## src/sacl_pkg.sv

```systemverilog
// Package for the set-associative LRU cache: sizes, register indexes and the
// row and lookup-result types shared by the submodules. No dependencies.
`default_nettype none

package sacl_pkg;

    localparam int MAX_WAYS  = 8;
    localparam int MAX_SETS  = 64;
    localparam int ADDR_BITS = 16;

    localparam int WAY_BITS     = (MAX_WAYS > 1) ? $clog2(MAX_WAYS) : 1;
    localparam int RANK_BITS    = WAY_BITS;
    localparam int WAY_CNT_BITS = $clog2(MAX_WAYS + 1);
    localparam int SET_BITS     = (MAX_SETS > 1) ? $clog2(MAX_SETS) : 1;
    localparam int SET_CNT_BITS = $clog2(MAX_SETS + 1);
    localparam int STEP_BITS    = $clog2(ADDR_BITS + 1);

    // Configuration port.
    localparam int CFG_IDX_BITS  = 2;
    localparam int CFG_DATA_BITS = 7;
    localparam int WAYS_CFG_BITS = 4;
    localparam int SETS_CFG_BITS = 7;

    localparam logic [CFG_IDX_BITS-1:0] REG_WAYS_IN_USE = 2'd0;
    localparam logic [CFG_IDX_BITS-1:0] REG_SETS_IN_USE = 2'd1;

    localparam logic [WAYS_CFG_BITS-1:0] WAYS_RESET = WAYS_CFG_BITS'(MAX_WAYS);
    localparam logic [SETS_CFG_BITS-1:0] SETS_RESET = SETS_CFG_BITS'(MAX_SETS);

    localparam logic [RANK_BITS-1:0] RANK_MAX = RANK_BITS'(MAX_WAYS - 1);

    // One set: every way's tag, valid bit and age.
    typedef struct packed {
        logic [MAX_WAYS-1:0][ADDR_BITS-1:0] tag;
        logic [MAX_WAYS-1:0]                valid;
        logic [MAX_WAYS-1:0][RANK_BITS-1:0] rank;
    } row_t;

    typedef struct packed {
        logic                 hit;
        logic [WAY_BITS-1:0]  way;
        logic                 evicted;
        logic [ADDR_BITS-1:0] evicted_address;
    } lookup_res_t;

endpackage

`default_nettype wire

```

## src/sacl_way_logic.sv

```systemverilog
// Lookup and update of one set: tag compare, empty-way and victim search,
// and the LRU age update of the row written back. Depends on sacl_pkg.
`default_nettype none

module sacl_way_logic
    import sacl_pkg::*;
(
    input  wire row_t                    row_in,
    input  wire logic [ADDR_BITS-1:0]    addr,
    input  wire logic [WAY_CNT_BITS-1:0] nways,
    output row_t                         row_out,
    output lookup_res_t                  res
);

    logic [MAX_WAYS-1:0]     in_use;
    logic                    hit_found;
    logic [WAY_BITS-1:0]     hit_way;
    logic                    empty_found;
    logic [WAY_BITS-1:0]     empty_way;
    logic [RANK_BITS-1:0]    best;
    logic [WAY_BITS-1:0]     victim;
    logic [WAY_BITS-1:0]     way;
    logic [WAY_CNT_BITS-1:0] limit;

    always_comb
    begin
        for (int i = 0; i < MAX_WAYS; i++)
            in_use[i] = (nways > WAY_CNT_BITS'(i));

        hit_found   = 1'b0;
        hit_way     = '0;
        empty_found = 1'b0;
        empty_way   = '0;
        best        = '0;
        victim      = '0;
        for (int i = 0; i < MAX_WAYS; i++)
        begin
            if (in_use[i] && row_in.valid[i] && row_in.tag[i] == addr && !hit_found)
            begin
                hit_found = 1'b1;
                hit_way   = WAY_BITS'(i);
            end
            if (in_use[i] && !row_in.valid[i] && !empty_found)
            begin
                empty_found = 1'b1;
                empty_way   = WAY_BITS'(i);
            end
            // Oldest way wins; on equal ages the lower way is kept.
            if (in_use[i] && (i == 0 || row_in.rank[i] > best))
            begin
                best   = row_in.rank[i];
                victim = WAY_BITS'(i);
            end
        end

        priority if (hit_found)
        begin
            way   = hit_way;
            limit = WAY_CNT_BITS'(row_in.rank[hit_way]);
        end
        else if (empty_found)
        begin
            way   = empty_way;
            limit = WAY_CNT_BITS'(MAX_WAYS);
        end
        else
        begin
            way   = victim;
            limit = WAY_CNT_BITS'(best);
        end

        row_out = row_in;
        for (int i = 0; i < MAX_WAYS; i++)
        begin
            if (in_use[i] && row_in.valid[i] && WAY_BITS'(i) != way
                && WAY_CNT_BITS'(row_in.rank[i]) < limit && row_in.rank[i] < RANK_MAX)
                row_out.rank[i] = row_in.rank[i] + 1'b1;
        end
        row_out.rank[way] = '0;
        if (!hit_found)
        begin
            row_out.tag[way]   = addr;
            row_out.valid[way] = 1'b1;
        end

        res.hit             = hit_found;
        res.way             = way;
        res.evicted         = !hit_found && !empty_found;
        res.evicted_address = (!hit_found && !empty_found) ? row_in.tag[victim] : '0;
    end

endmodule

`default_nettype wire
```

## config.mk

```make
export PLATFORM = sky130hd
export DESIGN_NAME = sacl_way_logic
export DESIGN_NICKNAME = d
export VERILOG_FILES = /design/src/sacl_pkg.sv /design/src/sacl_way_logic.sv
export SDC_FILE = /design/constraint.sdc
export NUM_CORES = 1
export LEC_CHECK = 0
export CORE_AREA = 2 2 139 141
export DETAILED_ROUTE_END_ITERATION = 8
export DIE_AREA = 0 0 141 143
export DONT_BUFFER_PORTS = 1
export GPL_ROUTABILITY_DRIVEN = 1
export SYNTH_ARGS = -nofsm -noshare
export SYNTH_HDL_FRONTEND = slang
export SYNTH_SLANG_ARGS = --single-unit
```

## constraint.sdc

```tcl
create_clock -name vclk -period 23.8
set_clock_uncertainty 0.1 [all_clocks]
set_input_delay 3.57 -clock vclk [all_inputs]
set_output_delay 3.57 -clock vclk [all_outputs]
set_load 0.05 [all_outputs]
```

==> flow_summary_export.csv <==
group,metric,value,unit
grt,grt_use_total,33.2,%
logic_synthesis,yosysUniqueCellTypes,94,
floorplanning,die-area,20200,µm²
floorplanning,die_w,141,µm
placed_design,hpwl,29900,µm
worst_setup_path,critPathKind,"in2out",
logic_synthesis,synth_top_family_by_area,"multiplexers",
cts,cts_hold_buffers,0,
worst_setup_path,critPathTopFamily,"compound AO/OA/AOI/OAI gates",
logic_synthesis,synth.most_common_cell,"mux2_2",
finish,seq_area,0,µm²
detailed_routing,ant_nets,0,
power_and_ir_drop,ir_drop,0.0583,mV
sta,slew_viol_final,0,
floorplanning,die_h,143,µm
cts,cts_resized,0,
finish,clkbuf_count,0,
logic_synthesis,synth_fa_ha_area_share,5.15,%
grt,grt_max_degree,65,
worst_setup_path,crit_arrival,17.10,ns
logic_synthesis,synth_common_cells,"mux2_2 (113), nand2_1 (106), mux2i_1 (102)",
sta,min_period,20.77,ns
worst_setup_path,startpoint_type,"primary input",
worst_setup_path,slowest_stage,"nor3b_1",
floorplanning,initial_core_util,42.1,%
grt,grt_pass1_wl,50800,µm
grt,grt_pass1_vias,7774,
worst_setup_path,cp_common_cell,"ha_1",
detailed_routing,drcViolationCount,0,
worst_setup_path,crit_path_start,"nways[2]",
logic_synthesis,synth_warnings,0,
logic_synthesis,synth_top_cell_by_area,"mux2_2",
min_path,hp-class,"in2out",
floorplanning,io-pin-count,361,
finish,fin_nets,1162,
power_and_ir_drop,power_density,51.7,nW/µm²
logic_synthesis,synth_xor_area_share,14.4,%
worst_setup_path,cp_slowest_stage_delay,0.89,ns
logic_synthesis,synth_seq_area_share,0,%
grt,overflow,0,
logic_synthesis,synthSimpleGateAreaFrac,21.1,%
power_and_ir_drop,power_leakage,0.00308,µW
logic_synthesis,ys_top_cells_by_area,"mux2_2 (16%), mux2i_1 (13%), xnor2_1 (9.5%), nand2_1 (5.1%), xor2_1 (4.9%)",
worst_setup_path,path_max_fanout,17,
floorplanning,coreArea,18600,µm²
detailed_routing,wl_per_cell,30.4,µm
detailed_routing,drtPass1Iterations,5,
logic_synthesis,syn_nets,1224,
finish,final_util,42.4,%
sta,fmax,48.1,MHz
detailed_routing,drtIter0Drc,597,
logic_synthesis,synth_top_area_share,16.3,%
worst_setup_path,critPathBufInv,4,
finish,drive_gt1_share,19.8,%
detailed_routing,vias,8062,
sta,worstMarginPinSlew,1.21,ns
finish,syn_to_final_growth,0.639,%
sta,min_period_over_period,87.3,%
logic_synthesis,syn_area,7830,µm²
sta,fin_tns_setup,0,ns
floorplanning,core.rowCount,50,
worst_setup_path,end_kind,"primary output",
finish,seq_cell_count,0,
sta,rsz0062_at_grt,"no",
worst_setup_path,cp_num_cells,50,
worst_setup_path,worstPathRequired,20.13,ns
placed_design,place.port_buffers,0,
logic_synthesis,synth_compound_area_share,19.3,%
grt,antenna_found_initial,3,
sta,slew-limit-headroom,19.2,%
placed_design,gp_congestion,0.984,
sta,finalHoldViolations,0,
cts,cts_setup_buffers,0,
logic_synthesis,synthCells,1015,
detailed_routing,finalWirelength,36000,µm
logic_synthesis,synth_area_per_cell,7.71,µm²
outcome,status,"finished clean",
run,maxCapViolCount,0,
worst_setup_path,critical_path.endpoint,"row_out[93]",
logic_synthesis,synth_mux_area_share,32.9,%
detailed_routing,vias_per_cell,6.80,
sta,setup_viol,0,
[worst min-delay path by stage]
stage	startpoint	endpoint	slack, ns	cells after the start
4_1_cts	row_in[127]	row_out[127]	7.26	1
2_1_floorplan	row_in[119]	row_out[119]	7.26	1
5_1_grt	row_in[124]	row_out[124]	7.27	1
6_report	row_in[124]	row_out[124]	7.27	1
3_5_place_dp	row_in[127]	row_out[127]	7.26	1
3_3_place_gp	row_in[127]	row_out[127]	7.27	1
[kinds of logic after synthesis]
family / count (synthesis)
and+or+nand+nor: 310
xor gates and xnor gates: 129
muxes: 237
adders and majority gates: 33
AOI/OAI and AO/OA: 191
buffers and inverters: 115
[power breakdown]
part / total, µW / internal (µW) / switching [µW] / leakage (µW)
Clock: 0.00000564 / 0.00000563 / 0 / 0.00000000634
Combinational: 407 / 133 / 274 / 0.00308
Sequential: 0 / 0 / 0 / 0
Total: 407 / 133 / 274 / 0.00308
[placed cells by master (no fill, tap or decap), drive strengths merged, types with 5 or more instances in the layout]
master / n
ha: 29
o31ai: 13
o21ai: 22
nand2: 107
inv: 28
nand2b: 8
o211ai: 11
a211oi: 11
nor4: 17
xnor2: 85
a22oi: 6
a21oi: 23
nor2b: 5
a32o: 19
nor3: 14
nand4: 24
and3: 7
mux2i: 102
a221oi: 7
a311oi: 6
or2: 16
nor4b: 7
mux2: 135
xor2: 44
nand3: 22
a21o: 8
and2: 12
o211a: 5
o21a: 5
a31oi: 11
buf: 23
nor2: 45
or4: 6
[cell type report]
cell class | count | area (µm²)
fill | 1965 | 10700
multi-input combinational | 900 | 7310
tap | 234 | 293
timing repair buffer | 23 | 173
inverter | 28 | 105
antenna | 1 | 2.50
[stage by stage]
stage                     hold WS [ns]  cells  total power (µW)  worst slack, ns  area, µm²
after floorplan                   7.26   1015               346             4.21       7830
after global placement            7.27   1185               405             3.41       7880
after detailed placement          7.26   1185               404             3.35       7880
after CTS                         7.26   1185               405             3.28       7880
after global routing              7.27   1186               427             2.30       7880
final                             7.27   1186               407             3.03       7880
[layer usage]
layer | GRT usage (%) | wire [µm] | up-vias
li1 | - | - | 3671
met1 | 38.0 | 13700 | 3949
met2 | 59.3 | 17700 | 370
met3 | 9.49 | 3220 | 72
met4 | 11.2 | 1380 | 0
met5 | 0 | 0 | -
Note: power is estimated with default switching activity, not from simulation.
