[config.mk]
export PLATFORM = sky130hd
export DESIGN_NAME = sacl_mod_unit
export DESIGN_NICKNAME = d
export VERILOG_FILES = /design/src/sacl_pkg.sv /design/src/sacl_mod_unit.sv
export SDC_FILE = /design/constraint.sdc
export NUM_CORES = 1
export LEC_CHECK = 0
export BUFFER_PORTS_ARGS = -buffer_cell sky130_fd_sc_hd__buf_2
export CAP_MARGIN = 20
export CORE_MARGIN = 8
export CORE_UTILIZATION = 36
export DETAILED_ROUTE_END_ITERATION = 10
export PLACE_DENSITY = 0.61
export SETUP_SLACK_MARGIN = 0.4
export SYNTH_ARGS = -nofsm -noshare
export SYNTH_HDL_FRONTEND = slang
export SYNTH_SLANG_ARGS = --single-unit
[constraint.sdc]
create_clock -name clk -period 2.1 [get_ports clk]
set_clock_uncertainty 0.2 [all_clocks]
set_input_delay 0.42 -clock clk [delete_from_list [all_inputs] [get_ports clk]]
set_output_delay 0.42 -clock clk [all_outputs]
set_load 0.03 [all_outputs]
[src/sacl_pkg.sv]
// Package for the set-associative LRU cache: sizes, register indexes and the
// row and lookup-result types shared by the submodules. No dependencies.
`default_nettype none

package sacl_pkg;

    localparam int MAX_WAYS  = 8;
    localparam int MAX_SETS  = 64;
    localparam int ADDR_BITS = 16;

    localparam int WAY_BITS     = (MAX_WAYS > 1) ? $clog2(MAX_WAYS) : 1;
    localparam int RANK_BITS    = WAY_BITS;
    localparam int WAY_CNT_BITS = $clog2(MAX_WAYS + 1);
    localparam int SET_BITS     = (MAX_SETS > 1) ? $clog2(MAX_SETS) : 1;
    localparam int SET_CNT_BITS = $clog2(MAX_SETS + 1);
    localparam int STEP_BITS    = $clog2(ADDR_BITS + 1);

    // Configuration port.
    localparam int CFG_IDX_BITS  = 2;
    localparam int CFG_DATA_BITS = 7;
    localparam int WAYS_CFG_BITS = 4;
    localparam int SETS_CFG_BITS = 7;

    localparam logic [CFG_IDX_BITS-1:0] REG_WAYS_IN_USE = 2'd0;
    localparam logic [CFG_IDX_BITS-1:0] REG_SETS_IN_USE = 2'd1;

    localparam logic [WAYS_CFG_BITS-1:0] WAYS_RESET = WAYS_CFG_BITS'(MAX_WAYS);
    localparam logic [SETS_CFG_BITS-1:0] SETS_RESET = SETS_CFG_BITS'(MAX_SETS);

    localparam logic [RANK_BITS-1:0] RANK_MAX = RANK_BITS'(MAX_WAYS - 1);

    // One set: every way's tag, valid bit and age.
    typedef struct packed {
        logic [MAX_WAYS-1:0][ADDR_BITS-1:0] tag;
        logic [MAX_WAYS-1:0]                valid;
        logic [MAX_WAYS-1:0][RANK_BITS-1:0] rank;
    } row_t;

    typedef struct packed {
        logic                 hit;
        logic [WAY_BITS-1:0]  way;
        logic                 evicted;
        logic [ADDR_BITS-1:0] evicted_address;
    } lookup_res_t;

endpackage

`default_nettype wire

[src/sacl_mod_unit.sv]
// Serial remainder unit: address modulo the set count, one dividend bit per
// cycle by restoring division. Depends on sacl_pkg.
`default_nettype none

module sacl_mod_unit
    import sacl_pkg::*;
(
    input  wire logic                    clk,
    input  wire logic                    rst_n,
    input  wire logic                    start,
    input  wire logic [ADDR_BITS-1:0]    dividend,
    input  wire logic [SET_CNT_BITS-1:0] divisor,
    output logic                         done,
    output logic [SET_BITS-1:0]          remainder
);

    logic [STEP_BITS-1:0]    cnt_reg, cnt_next;
    logic                    done_reg, done_next;
    logic [ADDR_BITS-1:0]    dq_reg, dq_next;
    logic [SET_BITS-1:0]     rem_reg, rem_next;
    logic [SET_CNT_BITS-1:0] div_reg, div_next;
    logic [SET_BITS:0]       trial;

    // The partial remainder stays below the divisor, so one more bit fits.
    assign trial = {rem_reg, dq_reg[ADDR_BITS-1]};

    always_comb
    begin
        cnt_next  = cnt_reg;
        done_next = 1'b0;
        dq_next   = dq_reg;
        rem_next  = rem_reg;
        div_next  = div_reg;
        if (start)
        begin
            cnt_next = STEP_BITS'(ADDR_BITS);
            dq_next  = dividend;
            rem_next = '0;
            div_next = divisor;
        end
        else if (cnt_reg != '0)
        begin
            dq_next  = {dq_reg[ADDR_BITS-2:0], 1'b0};
            if ((SET_BITS+1)'(trial) >= (SET_BITS+1)'(div_reg))
                rem_next = SET_BITS'(trial - (SET_BITS+1)'(div_reg));
            else
                rem_next = SET_BITS'(trial);
            cnt_next  = cnt_reg - 1'b1;
            done_next = (cnt_reg == STEP_BITS'(1));
        end
    end

    always_ff @(posedge clk or negedge rst_n)
    begin
        if (!rst_n)
        begin
            cnt_reg  <= '0;
            done_reg <= 1'b0;
        end
        else
        begin
            cnt_reg  <= cnt_next;
            done_reg <= done_next;
        end
    end

    always_ff @(posedge clk)
    begin
        dq_reg  <= dq_next;
        rem_reg <= rem_next;
        div_reg <= div_next;
    end

    assign done      = done_reg;
    assign remainder = rem_reg;

endmodule

`default_nettype wire

==> parameters.txt, run 1 <==
Parameter                              Value

GRT
  Global-route usage over all layers ... between 10 and 15%
  Antenna violations before repair ... 0
  First-pass GRT wire length ... approximately 6300 um
  Largest net degree at the start of global routing ... 24
  GRT Residual Overflow ... 0
  Number of global-route vias before repair ... between 1000 and 1500

Placement
  Setup slack at placement ... -0.0787 ns
  Post-detail-place hpwl ... roughly 2700 um
  Dpl cell area ... 2080 um^2
  Gp weighted congestion ... about 0.80
  Number of port buffers ... 32

CTS
  TritonCTS clock tree ... done
  Clk slew on worst S/H paths ... roughly 0.07 ns
  H-Tree Level Count ... 2
  Clock latency reported for the late side of the worst-skew pair ... around 0.28 ns
  Deepest clock path buffer count ... 2
  Clk sink count ... 35
  Clk Tree Root Cell ... sky130_fd_sc_hd__clkbuf_8
  TritonCTS buffer count ... 5

Setup path
  Buffer and inverter count on the worst path ... 1
  Largest fanout of any net on the critical path ... 7
  Standard cell with the maximum stage delay on the critical path ... sky130_fd_sc_hd__a221o_2
  Crit Path Class ... register to register
  Required time at the worst-slack endpoint ... around 2.1 ns
  Startpoint type of the worst setup path ... register
  Kind of cell adding the most delay to the critical path ... compound AO/OA/AOI/OAI gates
  CP arrival ... between 2 and 2.5 ns
  Maximum cell stage delay along the critical path ... between 0.4 and 0.5 ns
  Crit end category ... register
  CP Cell Sequence ... inv_2, ha_4, a32oi_1, nand3_1, a221o_2, mux2_4, o22ai_2

Yosys
  Yosys synthesis warning count ... 0
  Top cells by area in the synthesized netlist ... sky130_fd_sc_hd__edfxtp_1 39%, sky130_fd_sc_hd__mux2_2 9.6%, sky130_fd_sc_hd__dfrtp_1 8.6%, sky130_fd_sc_hd__ha_1 7.1%, sky130_fd_sc_hd__dfxtp_1 6.9%
  Top-area cell type share of the netlist area ... 39.5%
  Dominant register cell in the synthesized netlist ... sky130_fd_sc_hd__edfxtp_1
  Synth Area per Inst ... 12.7 um^2
  #FFs+latches synth ... 35
  Synthesized-area fraction occupied by ao, oa, aoi and oai cells ... about 8.3%
  Net count of the mapped netlist ... roughly 180
  Fraction of registers with async set or reset after synthesis ... ~17%
  Post-Synthesis Cells ... around 140
  Post-synthesis adder-cell area fraction ... around 8.3%
  Xor-xnor portion of the synthesized cell area ... about 1.5%
  EDFF count, synth ... 23
  Share of synthesized area spent on multiplexers ... between 10% and 20%
  Cell area after synthesis ... between 1500 and 2000 um^2
  Count of distinct cell types in the synthesized netlist ... 41
  Cell accounting for the most synthesized area ... sky130_fd_sc_hd__edfxtp_1
  Seq/Total Area, Yosys ... 54.9%
  Area fraction in and, or, nand and nor cells after synthesis ... about a tenth
  Combinational family with the most area after synthesis ... multiplexers

Power and ir drop
  Worst VDD drop ... 0.491 mV
  Overall power ... around 0.0026 W
  Lkg Pwr ... between 1 and 1.5 nW
  Total power per unit cell area ... approximately 1100 nW/um^2

Detailed routing
  Number of vias per cell ... approximately 5
  Length of the first detailed-routing pass in iterations ... 4
  Antenna-violating nets left ... 0
  Routed length per instance ... about 15 um
  Post-detailed-routing wire length ... around 3800 um
  Drt initial violations ... 64
  Remaining design rule violation count ... 0
  Count of vias placed by the detailed router ... around 1200

Die
  Area of the die ... between 7000 and 8000 um^2
  Area of the core ... roughly 4700 um^2
  Chip width ... roughly 86 um
  Vertical extent of the die ... 85.7 um
  Number of top-level design ports ... 33
  Placement Rows ... 25
  Initial core utilization ... a little under two fifths

Cells and area
  Max reg flops ... 16
  P&R area growth vs syn ... 34.0%
  Nets@finish ... 230
  Finished layout cell area ... between 2000 and 2500 um^2
  Layout cells sized above 1 ... approximately 52%
  Final-layout fill cell count ... approximately 420
  Antenna diode instance count ... 0

STA
  Post-route clock period utilization ... 101%
  Post-route setup TNS ... -0.0328 ns
  Number of failing setup endpoints in the final timing report ... 2
  Slew of the pin with the lowest slew margin ... 0.283 ns
  Max-Slew Margin vs Limit ... 80.9%
  Setup slack of the critical path after layout ... -0.0218 ns
  Final Slew Violations ... 0
  Final hold violation count ... 0
  Final critical delay including setup and external delays ... around 2.1 ns
  Setup repair after global routing missed its margin ... yes
  Peak Freq ... ~470 MHz

Job
  Number of max-capacitance violations reported ... 0

Worst hold path
  Kind of path behind the tightest hold check ... primary input to register

Status
  Violations in the final reports ... negative setup slack
  Outcome ... finished with violations
## layout make-up
class | instances | area [um^2] | area share [%]
multi-input combinational | 87 | 832 | 35.5
sequential | 35 | 973 | 41.5
tap | 54 | 67.6 | 2.88
inverter | 13 | 62.6 | 2.67
timing repair inverter | 2 | 12.5 | 0.533
timing repair buffer | 49 | 307 | 13.1
clock buffer | 7 | 86.3 | 3.68
clock inverter | 1 | 5.00 | 0.213
## final timing paths
check                        startpoint  depth (start not counted)            to  slack (ns)
setup / recovery             div_reg[1]                          7  remainder[0]       -0.02
hold / removal               divisor[5]                          1    div_reg[5]        0.11
setup reg to reg             div_reg[1]                          7  remainder[0]       -0.02
min in group asynchronous         rst_n                          2    cnt_reg[4]        0.29
max in group asynchronous         rst_n                          2    cnt_reg[1]        1.26
hold reg to reg            remainder[2]                          2  remainder[2]        0.28
## layout by cell type (no fill, tap or decap), drive strengths merged, types with 2 or more instances in the layout
| master | instances |
|---|---|
| mux2i | 3 |
| nor2 | 6 |
| xor2 | 2 |
| mux2 | 17 |
| buf | 48 |
| clkbuf | 7 |
| nor2b | 2 |
| ha | 10 |
| o21ai | 7 |
| nand3 | 2 |
| edfxtp | 23 |
| nor4 | 2 |
| nand2 | 7 |
| o22ai | 3 |
| a21o | 2 |
| dfxtp | 6 |
| dfrtp | 6 |
| a21oi | 5 |
| nand2b | 3 |
| inv | 14 |
## cell usage after synthesis (2+ instances only)
| library cell | count |
|---|---|
| sky130_fd_sc_hd__a21o_1 | 2 |
| sky130_fd_sc_hd__a21oi_1 | 5 |
| sky130_fd_sc_hd__dfrtp_1 | 6 |
| sky130_fd_sc_hd__dfxtp_1 | 6 |
| sky130_fd_sc_hd__edfxtp_1 | 23 |
| sky130_fd_sc_hd__ha_1 | 10 |
| sky130_fd_sc_hd__inv_1 | 13 |
| sky130_fd_sc_hd__mux2_2 | 15 |
| sky130_fd_sc_hd__mux2_4 | 2 |
| sky130_fd_sc_hd__mux2i_1 | 3 |
| sky130_fd_sc_hd__nand2_1 | 7 |
| sky130_fd_sc_hd__nand2b_1 | 3 |
| sky130_fd_sc_hd__nand3_1 | 2 |
| sky130_fd_sc_hd__nor2_1 | 6 |
| sky130_fd_sc_hd__nor2b_1 | 2 |
| sky130_fd_sc_hd__o21ai_0 | 6 |
| sky130_fd_sc_hd__o22ai_1 | 2 |
| sky130_fd_sc_hd__xor2_1 | 2 |
## repair_timing
item	4_1_cts	5_1_grt
hold endpoints to repair	6	0
pin swaps	7	5
setup buffers	6	2
setup endpoints to repair	24	24
resized for setup	17	5
cloned	2	0
hold buffers	1	0
## layer usage
metal | vias up | routed length, um | part of all wire (%) | GRT usage, %
met5 | - | 0 | 0 | 0
met4 | 0 | 68 | 1.8 | 4.14
met3 | 8 | 237 | 6.2 | 4.49
met2 | 33 | 1900 | 50 | 18.5
met1 | 592 | 1600 | 42 | 11.9
li1 | 609 | - | - | -
## per-stage QoR
| step | hold WS, ns | utilization, % | cells |
|---|---|---|---|
| 2_1_floorplan | -0.0756 | - | 138 |
| 3_3_place_gp | 0.0489 | 44.3 | 229 |
| 3_5_place_dp | 0.0487 | 44.3 | 229 |
| 4_1_cts | 0.0965 | 49.3 | 246 |
| 5_1_grt | 0.0852 | 50.0 | 248 |
| 6_report | 0.109 | 50.0 | 248 |
## report_power, final
| part | switching (W) | internal, W |
|---|---|---|
| clock | 0.000227 | 0.000264 |
| sequential | 0.000124 | 0.000938 |
| combinational | 0.000528 | 0.000526 |
| total | 0.000879 | 0.00173 |
## cell families (layout without fill, tap and decap cells)
family                   Yosys count  after routing
multiplexers                      20             20
adder cells (fa/ha/maj)           11             11
flip-flops                        35             35
buffers and inverters             16             72
AND/OR/NAND/NOR                   31             31
AO/OA/AOI/OAI                     22             22
XOR/XNOR                           3              3
(Power assumes the default switching activity.)
==> run 2, diff against run 1 <==
CTS_BUF_LIST = sky130_fd_sc_hd__clkbuf_8   (was unset)
==> run 2 against run 1 <==
  * The flow still finishes with violations (negative setup slack)
  * Design area stayed put
  * Cell count unchanged
  * Non-clock buffer count did not move
  * Fmax is the same
  * First-iteration DRC count unchanged
  * Core utilization stayed put
==> parameters.txt, run 2 (synthesized netlist as in run 1, its figures left out) <==
Parameter                              Value

Detailed routing
  Routed length per instance ... 15.3 um (about the same)
  Remaining design rule violation count ... 0 (unchanged)
  Length of the first detailed-routing pass in iterations ... 4 (unchanged)
  Post-detailed-routing wire length ... 3800 um (about the same)
  Count of vias placed by the detailed router ... 1242 (unchanged)
  Antenna-violating nets left ... 0 (unchanged)
  Number of vias per cell ... 5.01 (unchanged)
  Drt initial violations ... 64 (unchanged)

Job
  Number of max-capacitance violations reported ... 0 (unchanged)

GRT
  Global-route usage over all layers ... 10.9% (unchanged)
  Largest net degree at the start of global routing ... 24 (unchanged)
  GRT Residual Overflow ... 0 (unchanged)
  Number of global-route vias before repair ... 1368 (unchanged)
  First-pass GRT wire length ... 6280 um (unchanged)
  Antenna violations before repair ... 0 (unchanged)

Setup path
  Kind of cell adding the most delay to the critical path ... compound AO/OA/AOI/OAI gates
  Crit Path Class ... register to register
  Worst R2R Setup Slack ... -0.02 ns (about the same)
  CP arrival ... 2.13 ns (about the same)
  Buffer and inverter count on the worst path ... 1 (unchanged)
  Standard cell with the maximum stage delay on the critical path ... sky130_fd_sc_hd__a221o_2
  Maximum cell stage delay along the critical path ... 0.46 ns (about the same)
  CP Cell Sequence ... inv_2, ha_4, a32oi_1, nand3_1, a221o_2, mux2_4, o22ai_2
  Number of cells on the critical path ... 7 (unchanged)
  Capture point of the worst reg-to-reg path ... remainder[0]
  Required time at the worst-slack endpoint ... 2.11 ns (about the same)
  Startpoint type of the worst setup path ... register
  Crit end category ... register
  Largest fanout of any net on the critical path ... 7 (unchanged)
  R2r startpoint ... div_reg[1]
  Number of cells on the worst reg-to-reg path ... 7 (unchanged)

STA
  Slew of the pin with the lowest slew margin ... 0.283 ns (unchanged)
  Max-Slew Margin vs Limit ... 80.9% (unchanged)
  Peak Freq ... 471 MHz (unchanged)
  Setup repair after global routing missed its margin ... yes
  Final hold violation count ... 0 (unchanged)
  Number of failing setup endpoints in the final timing report ... 2 (unchanged)
  Final critical delay including setup and external delays ... 2.12 ns (+0.000000300 ns)
  Post-route worst hold slack ... 0.109 ns (+0.0000780 ns)
  Setup slack of the critical path after layout ... -0.0218 ns (-0.000000300 ns)
  Final Slew Violations ... 0 (unchanged)
  Post-route clock period utilization ... 101% (about the same)

Die
  Chip width ... 85.7 um (unchanged)
  Placement Rows ... 25 (unchanged)
  Area of the die ... 7350 um^2 (unchanged)
  Area of the core ... 4690 um^2 (unchanged)
  Initial core utilization ... 37.3% (unchanged)
  Number of top-level design ports ... 33 (unchanged)
  Vertical extent of the die ... 85.7 um (unchanged)

Power and ir drop
  Total power per unit cell area ... 1110 nW/um^2 (-0.19%)
  Worst VDD drop ... 0.482 mV (-1.9%)
  Lkg Pwr ... 1.01 nW (+0.41%)

Worst hold path
  Hold-critical path endpoint ... div_reg[5]
  Start point of the worst hold path ... divisor[5]
  Kind of path behind the tightest hold check ... primary input to register
  Number of cells on the worst hold path ... 1 (unchanged)

Cells and area
  Final-layout fill cell count ... 422 (unchanged)
  Max reg flops ... 16 (unchanged)
  Nets@finish ... 230 (unchanged)
  Layout cells sized above 1 ... 52.1% (unchanged)
  P&R area growth vs syn ... 34.0% (unchanged)
  Commonest cells after routing, fill and taps aside ... 32 x sky130_fd_sc_hd__buf_2, 23 x sky130_fd_sc_hd__edfxtp_1, 15 x sky130_fd_sc_hd__mux2_2
  Most frequent standard cell in the layout excluding fill and tap cells ... sky130_fd_sc_hd__buf_2
  Antenna diode instance count ... 0 (unchanged)
  Finished layout cell area ... 2350 um^2 (unchanged)

Status
  Violations in the final reports ... negative setup slack
  Outcome ... finished with violations

Placement
  Setup slack at placement ... -0.0787 ns (unchanged)
  Gp weighted congestion ... 0.799 (unchanged)
  Dpl cell area ... 2080 um^2 (unchanged)
  Number of port buffers ... 32 (unchanged)
  Post-detail-place hpwl ... 2730 um (unchanged)

CTS
  TritonCTS clock tree ... done
  Deepest clock path buffer count ... 2 (unchanged)
  TritonCTS buffer count ... 5 (unchanged)
  Clk Tree Root Cell ... sky130_fd_sc_hd__clkbuf_8
  Clk sink count ... 35 (unchanged)
  Clock latency reported for the late side of the worst-skew pair ... 0.28 ns (about the same)
  H-Tree Level Count ... 2 (unchanged)
  Clk slew on worst S/H paths ... 0.07 ns (about the same)
[run 2: cell types whose count changed in the layout (fill, tap and decap cells not counted)]
cell and delta:
sky130_fd_sc_hd__inv_1 +1, sky130_fd_sc_hd__clkbuf_1 -1
[run 2: per-stage QoR]
stage / setup TNS [ns] / power, W / util (%) / cells
floorplan: 0 / 0.00168 / - / 138
global placement: -0.0656 / 0.00188 / 44.3 / 229
CTS: -0.124 / 0.00255 / 49.3 / 246
finish: -0.0328 / 0.00260 / 50.0 / 248
global route: -0.407 / 0.00278 / 50.0 / 248
detailed placement: -0.276 / 0.00194 / 44.3 / 229
[run 2: cell type report]
type | count | area, um^2 | area share [%]
Clock buffer | 6 | 82.6 | 3.52
Timing Repair inverter | 2 | 12.5 | 0.533
Timing Repair Buffer | 49 | 307 | 13.1
Multi-Input combinational cell | 87 | 832 | 35.5
Sequential cell | 35 | 973 | 41.5
Inverter | 13 | 62.6 | 2.67
Tap cell | 54 | 67.6 | 2.88
Clock inverter | 2 | 8.76 | 0.373
[run 2: how the worst max path moves through the flow]
stage / startpoint / to / slack [ns]
after floorplan: div_reg[1] / remainder[1] / 0.06
after global placement: div_reg[0] / remainder[1] / -0.04
after detailed placement: div_reg[0] / remainder[0] / -0.08
after CTS: div_reg[1] / remainder[0] / -0.05
after global routing: div_reg[1] / remainder[0] / -0.12
final: div_reg[1] / remainder[0] / -0.02
[run 2: per-layer routing]
metal | wire length [um] | up-vias | share of wire [%] | global-route usage [%]
met3 | 237 | 8 | 6.2 | 4.49
met4 | 68 | 0 | 1.8 | 4.14
met2 | 1900 | 33 | 50 | 18.5
met5 | 0 | - | 0 | 0
li1 | - | 609 | - | -
met1 | 1590 | 592 | 42 | 11.9
[run 2: power breakdown]
group / total (W) / switching, W / internal [W] / leakage, nW
Clock: 0.000486 / 0.000227 / 0.000259 / 0.0524
Combinational: 0.00105 / 0.000528 / 0.000526 / 0.588
Sequential: 0.00106 / 0.000124 / 0.000938 / 0.367
[run 2: repair_timing]
action | in CTS | in global routing
gates resized for setup | 17 | 5
buffers inserted | 6 | 2
endpoints found under the setup margin | 24 | 24
hold buffers | 1 | 0
hold endpoints to repair | 6 | 0
cloned | 2 | 0
pin swaps | 7 | 5
